File: src/sv/b85g_pkg.sv
// b85g_pkg: constants and types shared by the base-85 group encoder modules
// no dependencies
`default_nettype none

package b85g_pkg;

	localparam int unsigned ByteBits   = 8;
	localparam int unsigned GroupBits  = 32;
	localparam int unsigned CharBits   = 7;
	localparam int unsigned CharsPerGrp = 5;
	localparam int unsigned QueueDepth = 2;

	// floor(v / 85) == (v * Recip85) >> RecipShift for every 32-bit v
	localparam logic [31:0] Recip85    = 32'd3233857729;
	localparam int unsigned RecipShift = 38;

	localparam logic [CharBits-1:0] Radix  = 7'd85;
	localparam logic [CharBits-1:0] Offset = 7'd33;

	// index of the final character of a group
	localparam logic [2:0] LastCharIdx = 3'd4;

	// fill level of the open group, before the new byte
	typedef enum logic [1:0] {
		HELD_0 = 2'd0,
		HELD_1 = 2'd1,
		HELD_2 = 2'd2,
		HELD_3 = 2'd3
	} held_t;

	// one closed group on its way from the front to the back
	typedef struct packed {
		logic [GroupBits-1:0] value;
		logic                 last;
	} group_t;

	// queue status seen by its neighbors
	typedef struct packed {
		logic full;
		logic not_empty;
	} queue_stat_t;

endpackage

`default_nettype wire

File: src/sv/b85g_front.sv
// b85g_front: takes bytes, packs them big-endian and closes padded groups
// depends on b85g_pkg
`default_nettype none

module b85g_front
	import b85g_pkg::*;
(
	input  wire logic        clk,
	input  wire logic        arst_n,
	input  wire logic        byte_valid,
	output logic             byte_ready,
	input  wire logic [7:0]  data_byte,
	input  wire logic        last_byte,
	input  wire queue_stat_t q_stat,
	output logic             push,
	output group_t           push_group
);

	logic [23:0] group_word_q;
	held_t       bytes_held_q;
	logic        accept;
	logic        closes;
	logic [31:0] padded;

	assign byte_ready = !q_stat.full;
	assign accept     = byte_valid && byte_ready;
	assign closes     = last_byte || (bytes_held_q == HELD_3);

	// new byte goes in after the held ones, zero bytes fill the rest
	always_comb begin
		unique case (bytes_held_q)
			HELD_0: padded = {data_byte, 24'd0};
			HELD_1: padded = {group_word_q[7:0], data_byte, 16'd0};
			HELD_2: padded = {group_word_q[15:0], data_byte, 8'd0};
			HELD_3: padded = {group_word_q[23:0], data_byte};
			default: padded = '0;
		endcase
	end

	assign push             = accept && closes;
	assign push_group.value = padded;
	assign push_group.last  = last_byte;

	always_ff @(posedge clk or negedge arst_n) begin
		if (!arst_n) begin
			group_word_q <= '0;
			bytes_held_q <= HELD_0;
		end else if (accept) begin
			if (closes) begin
				group_word_q <= '0;
				bytes_held_q <= HELD_0;
			end else begin
				group_word_q <= {group_word_q[15:0], data_byte};
				bytes_held_q <= held_t'(bytes_held_q + 2'd1);
			end
		end
	end

endmodule

`default_nettype wire

File: src/sv/b85g_queue.sv
// b85g_queue: short group queue between the front and the back
// depends on b85g_pkg
`default_nettype none

module b85g_queue
	import b85g_pkg::*;
(
	input  wire logic   clk,
	input  wire logic   arst_n,
	input  wire logic   push,
	input  wire group_t push_group,
	input  wire logic   pop,
	output group_t      head,
	output queue_stat_t stat
);

	localparam int unsigned PtrBits = $clog2(QueueDepth);

	group_t               mem_q [QueueDepth];
	logic [PtrBits-1:0]   wr_ptr_q;
	logic [PtrBits-1:0]   rd_ptr_q;
	logic [PtrBits:0]     count_q;

	assign stat.full      = (count_q == (PtrBits+1)'(QueueDepth));
	assign stat.not_empty = (count_q != '0);
	assign head           = mem_q[rd_ptr_q];

	always_ff @(posedge clk) begin
		if (push) begin
			mem_q[wr_ptr_q] <= push_group;
		end
	end

	always_ff @(posedge clk or negedge arst_n) begin
		if (!arst_n) begin
			wr_ptr_q <= '0;
			rd_ptr_q <= '0;
			count_q  <= '0;
		end else begin
			if (push) begin
				wr_ptr_q <= wr_ptr_q + 1'b1;
			end
			if (pop) begin
				rd_ptr_q <= rd_ptr_q + 1'b1;
			end
			unique case ({push, pop})
				2'b10:   count_q <= count_q + 1'b1;
				2'b01:   count_q <= count_q - 1'b1;
				default: count_q <= count_q;
			endcase
		end
	end

endmodule

`default_nettype wire

File: src/sv/b85g_back.sv
// b85g_back: turns queued groups into five base-85 characters, low digit first
// depends on b85g_pkg
`default_nettype none

module b85g_back
	import b85g_pkg::*;
(
	input  wire logic        clk,
	input  wire logic        arst_n,
	input  wire queue_stat_t q_stat,
	input  wire group_t      head,
	output logic             pop,
	output logic             char_valid,
	input  wire logic        char_ready,
	output logic [6:0]       code_char,
	output logic             last_char
);

	logic        busy_q;
	logic [2:0]  cnt_q;
	logic [31:0] div_q;
	logic        last_q;

	logic        valid_s1;
	logic [6:0]  rem_s1;
	logic [6:0]  quo_s1;
	logic        last_s1;

	logic        out_valid_q;
	logic [6:0]  out_char_q;
	logic        out_last_q;

	logic        out_take;
	logic        s1_take;
	logic        gen_fire;
	logic        gen_done;
	logic [63:0] prod;
	logic [31:0] quo;
	logic [6:0]  digit;

	assign out_take = !out_valid_q || char_ready;
	assign s1_take  = !valid_s1 || out_take;
	assign gen_fire = busy_q && s1_take;
	assign gen_done = gen_fire && (cnt_q == LastCharIdx);
	assign pop      = q_stat.not_empty && (!busy_q || gen_done);

	// divide by 85 through the reciprocal, quotient fits in 26 bits
	assign prod = 64'(div_q) * 64'(Recip85);
	assign quo  = 32'(prod[63:RecipShift]);

	// remainder is below 85, so the low seven bits are enough
	assign digit = rem_s1 - 7'(quo_s1 * Radix);

	always_ff @(posedge clk or negedge arst_n) begin
		if (!arst_n) begin
			busy_q <= 1'b0;
			cnt_q  <= '0;
		end else if (pop) begin
			busy_q <= 1'b1;
			cnt_q  <= '0;
		end else if (gen_fire) begin
			busy_q <= !gen_done;
			cnt_q  <= cnt_q + 3'd1;
		end
	end

	always_ff @(posedge clk) begin
		if (pop) begin
			div_q  <= head.value;
			last_q <= head.last;
		end else if (gen_fire) begin
			div_q <= quo;
		end
	end

	always_ff @(posedge clk or negedge arst_n) begin
		if (!arst_n) begin
			valid_s1    <= 1'b0;
			out_valid_q <= 1'b0;
		end else begin
			if (s1_take) begin
				valid_s1 <= gen_fire;
			end
			if (out_take) begin
				out_valid_q <= valid_s1;
			end
		end
	end

	always_ff @(posedge clk) begin
		if (gen_fire) begin
			rem_s1  <= div_q[6:0];
			quo_s1  <= quo[6:0];
			last_s1 <= last_q && (cnt_q == LastCharIdx);
		end
		if (out_take && valid_s1) begin
			out_char_q <= digit + Offset;
			out_last_q <= last_s1;
		end
	end

	assign char_valid = out_valid_q;
	assign code_char  = out_char_q;
	assign last_char  = out_last_q;

endmodule

`default_nettype wire

File: src/sv/base85_group_encoder_core.sv
// base85_group_encoder_core: byte stream in, base-85 characters out
// depends on b85g_pkg, b85g_front, b85g_queue, b85g_back
//
//   channel | handshake               | beat payload
//   --------+-------------------------+-----------------------
//   byte    | byte_valid / byte_ready | data_byte, last_byte
//   char    | char_valid / char_ready | code_char, last_char
//
// one byte per cycle while the two-group queue has room
// the back emits one character per cycle while char_ready allows,
// five per group of four bytes
// first character of a group leaves after its closing byte passes through
// (queue, divider register, divide stage, output register)
// a stall on the char side fills the queue, then drops byte_ready
// reset clears the open group and all valid flags, no clearing pass
`default_nettype none

module base85_group_encoder_core
	import b85g_pkg::*;
(
	input  wire logic       clk,
	input  wire logic       arst_n,
	input  wire logic       byte_valid,
	output logic            byte_ready,
	input  wire logic [7:0] data_byte,
	input  wire logic       last_byte,
	output logic            char_valid,
	input  wire logic       char_ready,
	output logic [6:0]      code_char,
	output logic            last_char
);

	queue_stat_t q_stat;
	logic        push;
	group_t      push_group;
	logic        pop;
	group_t      head;

	b85g_front u_front (
		.clk        (clk),
		.arst_n     (arst_n),
		.byte_valid (byte_valid),
		.byte_ready (byte_ready),
		.data_byte  (data_byte),
		.last_byte  (last_byte),
		.q_stat     (q_stat),
		.push       (push),
		.push_group (push_group)
	);

	b85g_queue u_queue (
		.clk        (clk),
		.arst_n     (arst_n),
		.push       (push),
		.push_group (push_group),
		.pop        (pop),
		.head       (head),
		.stat       (q_stat)
	);

	b85g_back u_back (
		.clk        (clk),
		.arst_n     (arst_n),
		.q_stat     (q_stat),
		.head       (head),
		.pop        (pop),
		.char_valid (char_valid),
		.char_ready (char_ready),
		.code_char  (code_char),
		.last_char  (last_char)
	);

endmodule

`default_nettype wire

File: config.mk
export PLATFORM = sky130hd
export DESIGN_NAME = base85_group_encoder_core
export DESIGN_NICKNAME = d
export VERILOG_FILES = /design/src/sv/b85g_pkg.sv /design/src/sv/b85g_front.sv /design/src/sv/b85g_queue.sv /design/src/sv/b85g_back.sv /design/src/sv/base85_group_encoder_core.sv
export SDC_FILE = /design/constraint.sdc
export NUM_CORES = 1
export LEC_CHECK = 0
export BUFFER_PORTS_ARGS = -buffer_cell sky130_fd_sc_hd__buf_4
export CAP_MARGIN = 20
export CORE_MARGIN = 1.5
export CORE_UTILIZATION = 48
export DETAILED_ROUTE_END_ITERATION = 10
export GPL_ROUTABILITY_DRIVEN = 1
export GPL_TIMING_DRIVEN = 0
export PLACE_DENSITY_LB_ADDON = 0.12
export SLEW_MARGIN = 10
export SYNTH_ARGS = -nofsm -noshare
export SYNTH_HDL_FRONTEND = slang
export SYNTH_SLANG_ARGS = --single-unit
File: constraint.sdc
create_clock -name clk -period 7.5 [get_ports clk]
set_input_delay 0.75 -clock clk [delete_from_list [all_inputs] [get_ports clk]]
set_output_delay 0.75 -clock clk [all_outputs]
set_load 0.02 [all_outputs]
==> run summary <==
status = finished, final reports clean
RSZ-0062 raised after global routing = false
Global Route Usage Sum = 0.239
CTS H-tree lvls = 4
largest net degree at the start of global routing = 37
cts bufs inserted = 17
Post-Synth Adder-Cell Area = 0.444
Synth Register Bits = 158
DP Wirelength = 36100 um
Fin Setup TNS = 0 ns
R2R cell count = 22
wire length per cell = 19.4 um
remaining global-route overflow = 0
GP Congestion = 0.900
Worst-Skew Late Latency = 0.43 ns
yosys warns = 0
MaxCap Viol Count = 0
Area Growth Syn to Fin = 8.22%
# hold bufs at CTS = 0
first-pass GRT wire length = 66400 um
# diodes = 0
Slew @ Worst Pin = 0.919 ns
Critical Path Fanout Max = 7
Synth Flop Type = edfxtp_1
clk buf depth = 2
# setup viols final = 0
Final Max Tran Viols = 0
antenna violations before repair = 0
Root Driver = clkbuf_16
crit start category = flip-flop
Critical Path RT = 7.67 ns
Syn Nets = 2149
# IOs = 23
Slew Limit Headroom = 0.383
non-filler instance count after layout = 2144
layout cell share with drive strength beyond 1 = 0.0493
Mapped Area = 17300 um^2
Setup WS pre-CTS = 0.0741 ns
DRC = 0
clk slew on worst S/H paths = 0.07 ns
DRT Wirelength = 41500 um
DR iter-0 viols = 663
Final ANT Viol Nets = 0
Tmin final = 7.25 ns
PortBufs = 22
mux contribution to synthesized area = 0.0194
syn_area_per_cell = 10.7 um^2
commonest cells after routing, fill and taps aside = inv_1, ha_1, fa_1
Vias/cell = 5.38
crit end category = flip-flop
Initial Util = 0.486
worst path arrival time = 7.43 ns
Fmax = 138 MHz
Synth Area in Simple Gates = 0.0601
Die W = 193 um
Post-synth EDFFs = 122
Core Region = 35600 um^2
Layout Skew = 0.00755 ns
TritonCTS clock tree = yes
Cells after Synth = 1624
Die H = 193 um
first drt pass iteration count = 7
Final WS setup = 0.246 ns
placed cells = 2109
largest family of logic cells by synthesized area = adder cells
Netlist cell types = 64
worst min path class = primary input to async pin
compound-gate portion of the synthesized area = 0.103
fin nets = 2195
post-synthesis sequential area ratio = 0.264
final worst-path cycle share = 0.967
final hold violations = 0
final core occ = 0.526
row cnt = 69
Synth Area in XOR/XNOR = 0.0197
die area = 37200 um^2
vias in the first global route = 11900
ys async rst share = 0.228
commonest non-fill, non-tap cell in the layout = inv_1
vias = 11500
Crit Path Class = flip-flop to flip-flop
TritonCTS Sinks = 158
==> cells in the mapped netlist (7+ instances only) <==
master | number | area (um^2)
a31oi_1 | 9 | 56.3
fa_1 | 170 | 3400
o21ai_0 | 34 | 170
nand2b_1 | 7 | 43.8
o21bai_1 | 7 | 52.6
edfxtp_1 | 122 | 3660
nor2_1 | 62 | 233
a22oi_1 | 8 | 60.1
nor2b_1 | 16 | 100
nor3_1 | 7 | 35.0
nand4_1 | 11 | 68.8
xor2_1 | 7 | 61.3
a222oi_1 | 16 | 160
a211oi_1 | 17 | 128
o21a_1 | 8 | 60.1
a21o_1 | 22 | 165
a21oi_1 | 69 | 345
xnor2_1 | 32 | 280
dfrtp_1 | 36 | 901
inv_1 | 380 | 1430
nand3_1 | 14 | 70.1
nand2_1 | 51 | 191
ha_1 | 342 | 4280
and2_1 | 12 | 75.1
a22o_1 | 26 | 228
mux2i_1 | 29 | 290
clkbuf_1 | 32 | 120
==> registers in the layout, summed over array words and instances, names as in the netlist, 2 cells and up <==
register              cells
u_queue.mem_q            66
u_front.group_word_q     24
u_back.quo_s1             7
u_back.cnt_q              3
u_back.rem_s1             7
u_back.code_char          7
u_queue.count_q           2
u_front.bytes_held_q      2
u_back.div_q             32
==> cell families after synthesis <==
logic type                 count (synthesis)
adders and majority gates                512
buffers and inverters                    415
AOI/OAI and AO/OA                        258
and+or+nand+nor                          209
DFF                                      158
xor gates and xnor gates                  39
muxes                                     33
==> worst max-delay path, stage by stage, from the launching register on <==
cell      delay, ns
edfxtp_1       0.56
ha_1           0.41
ha_1           0.32
inv_1          0.05
fa_1           0.48
inv_1          0.06
fa_1           0.53
inv_1          0.06
fa_1           0.50
fa_1           0.59
fa_1           0.61
inv_1          0.05
ha_1           0.29
ha_1           0.39
nand4_1        0.24
nor2_1         0.07
nand2_1        0.07
a21oi_1        0.05
or4b_4         0.52
nor3_4         0.36
o21ai_2        0.15
or4_1          0.48
o211a_1        0.15
==> through the flow <==
stage,cell area (um^2),hold slack [ns]
detailed placement,18100,0.415
finish,18700,0.281
CTS,18700,0.284
global placement,18000,0.411
global route,18700,0.309
floorplan,17300,0.400
==> routing by layer <==
layer  vias to the layer above  part of all wire  global-route usage
met3                        44             0.028              0.0189
met2                       204              0.50               0.420
met5                         -                 0                   0
met4                         0             0.018              0.0602
met1                      5690              0.45               0.319
li1                       5594                 -                   -
==> layout make-up <==
cell class                 count  area [um^2]
inverter                     380         1430
clock inverter                14          143
tap                          461          577
multi-input combinational   1051        11200
timing repair buffer          27          228
fill                        3211        16800
buffer                        35          131
clock buffer                  18          429
sequential                   158         4560
==> timing repair <==
item,CTS,global route
gates resized for setup,0,7
setup endpoints to repair,0,8
setup buffers,0,3
==> final timing paths <==
check,slack [ns],from,to
worst max-delay path,0.25,u_back.div_q[6],u_back.div_q[23]
worst min-delay path,0.28,arst_n,u_queue.rd_ptr_q
worst max register to register,0.25,u_back.div_q[6],u_back.div_q[23]
worst min register to register,0.43,u_back.last_s1,u_back.last_char
max in group asynchronous,6.87,arst_n,u_back.busy_q
min in group clk,0.43,u_back.last_s1,u_back.last_char
Power is left out: the tool's default activity adds up to more than one toggle a clock period on the data nets, which glitch-free logic cannot reach.
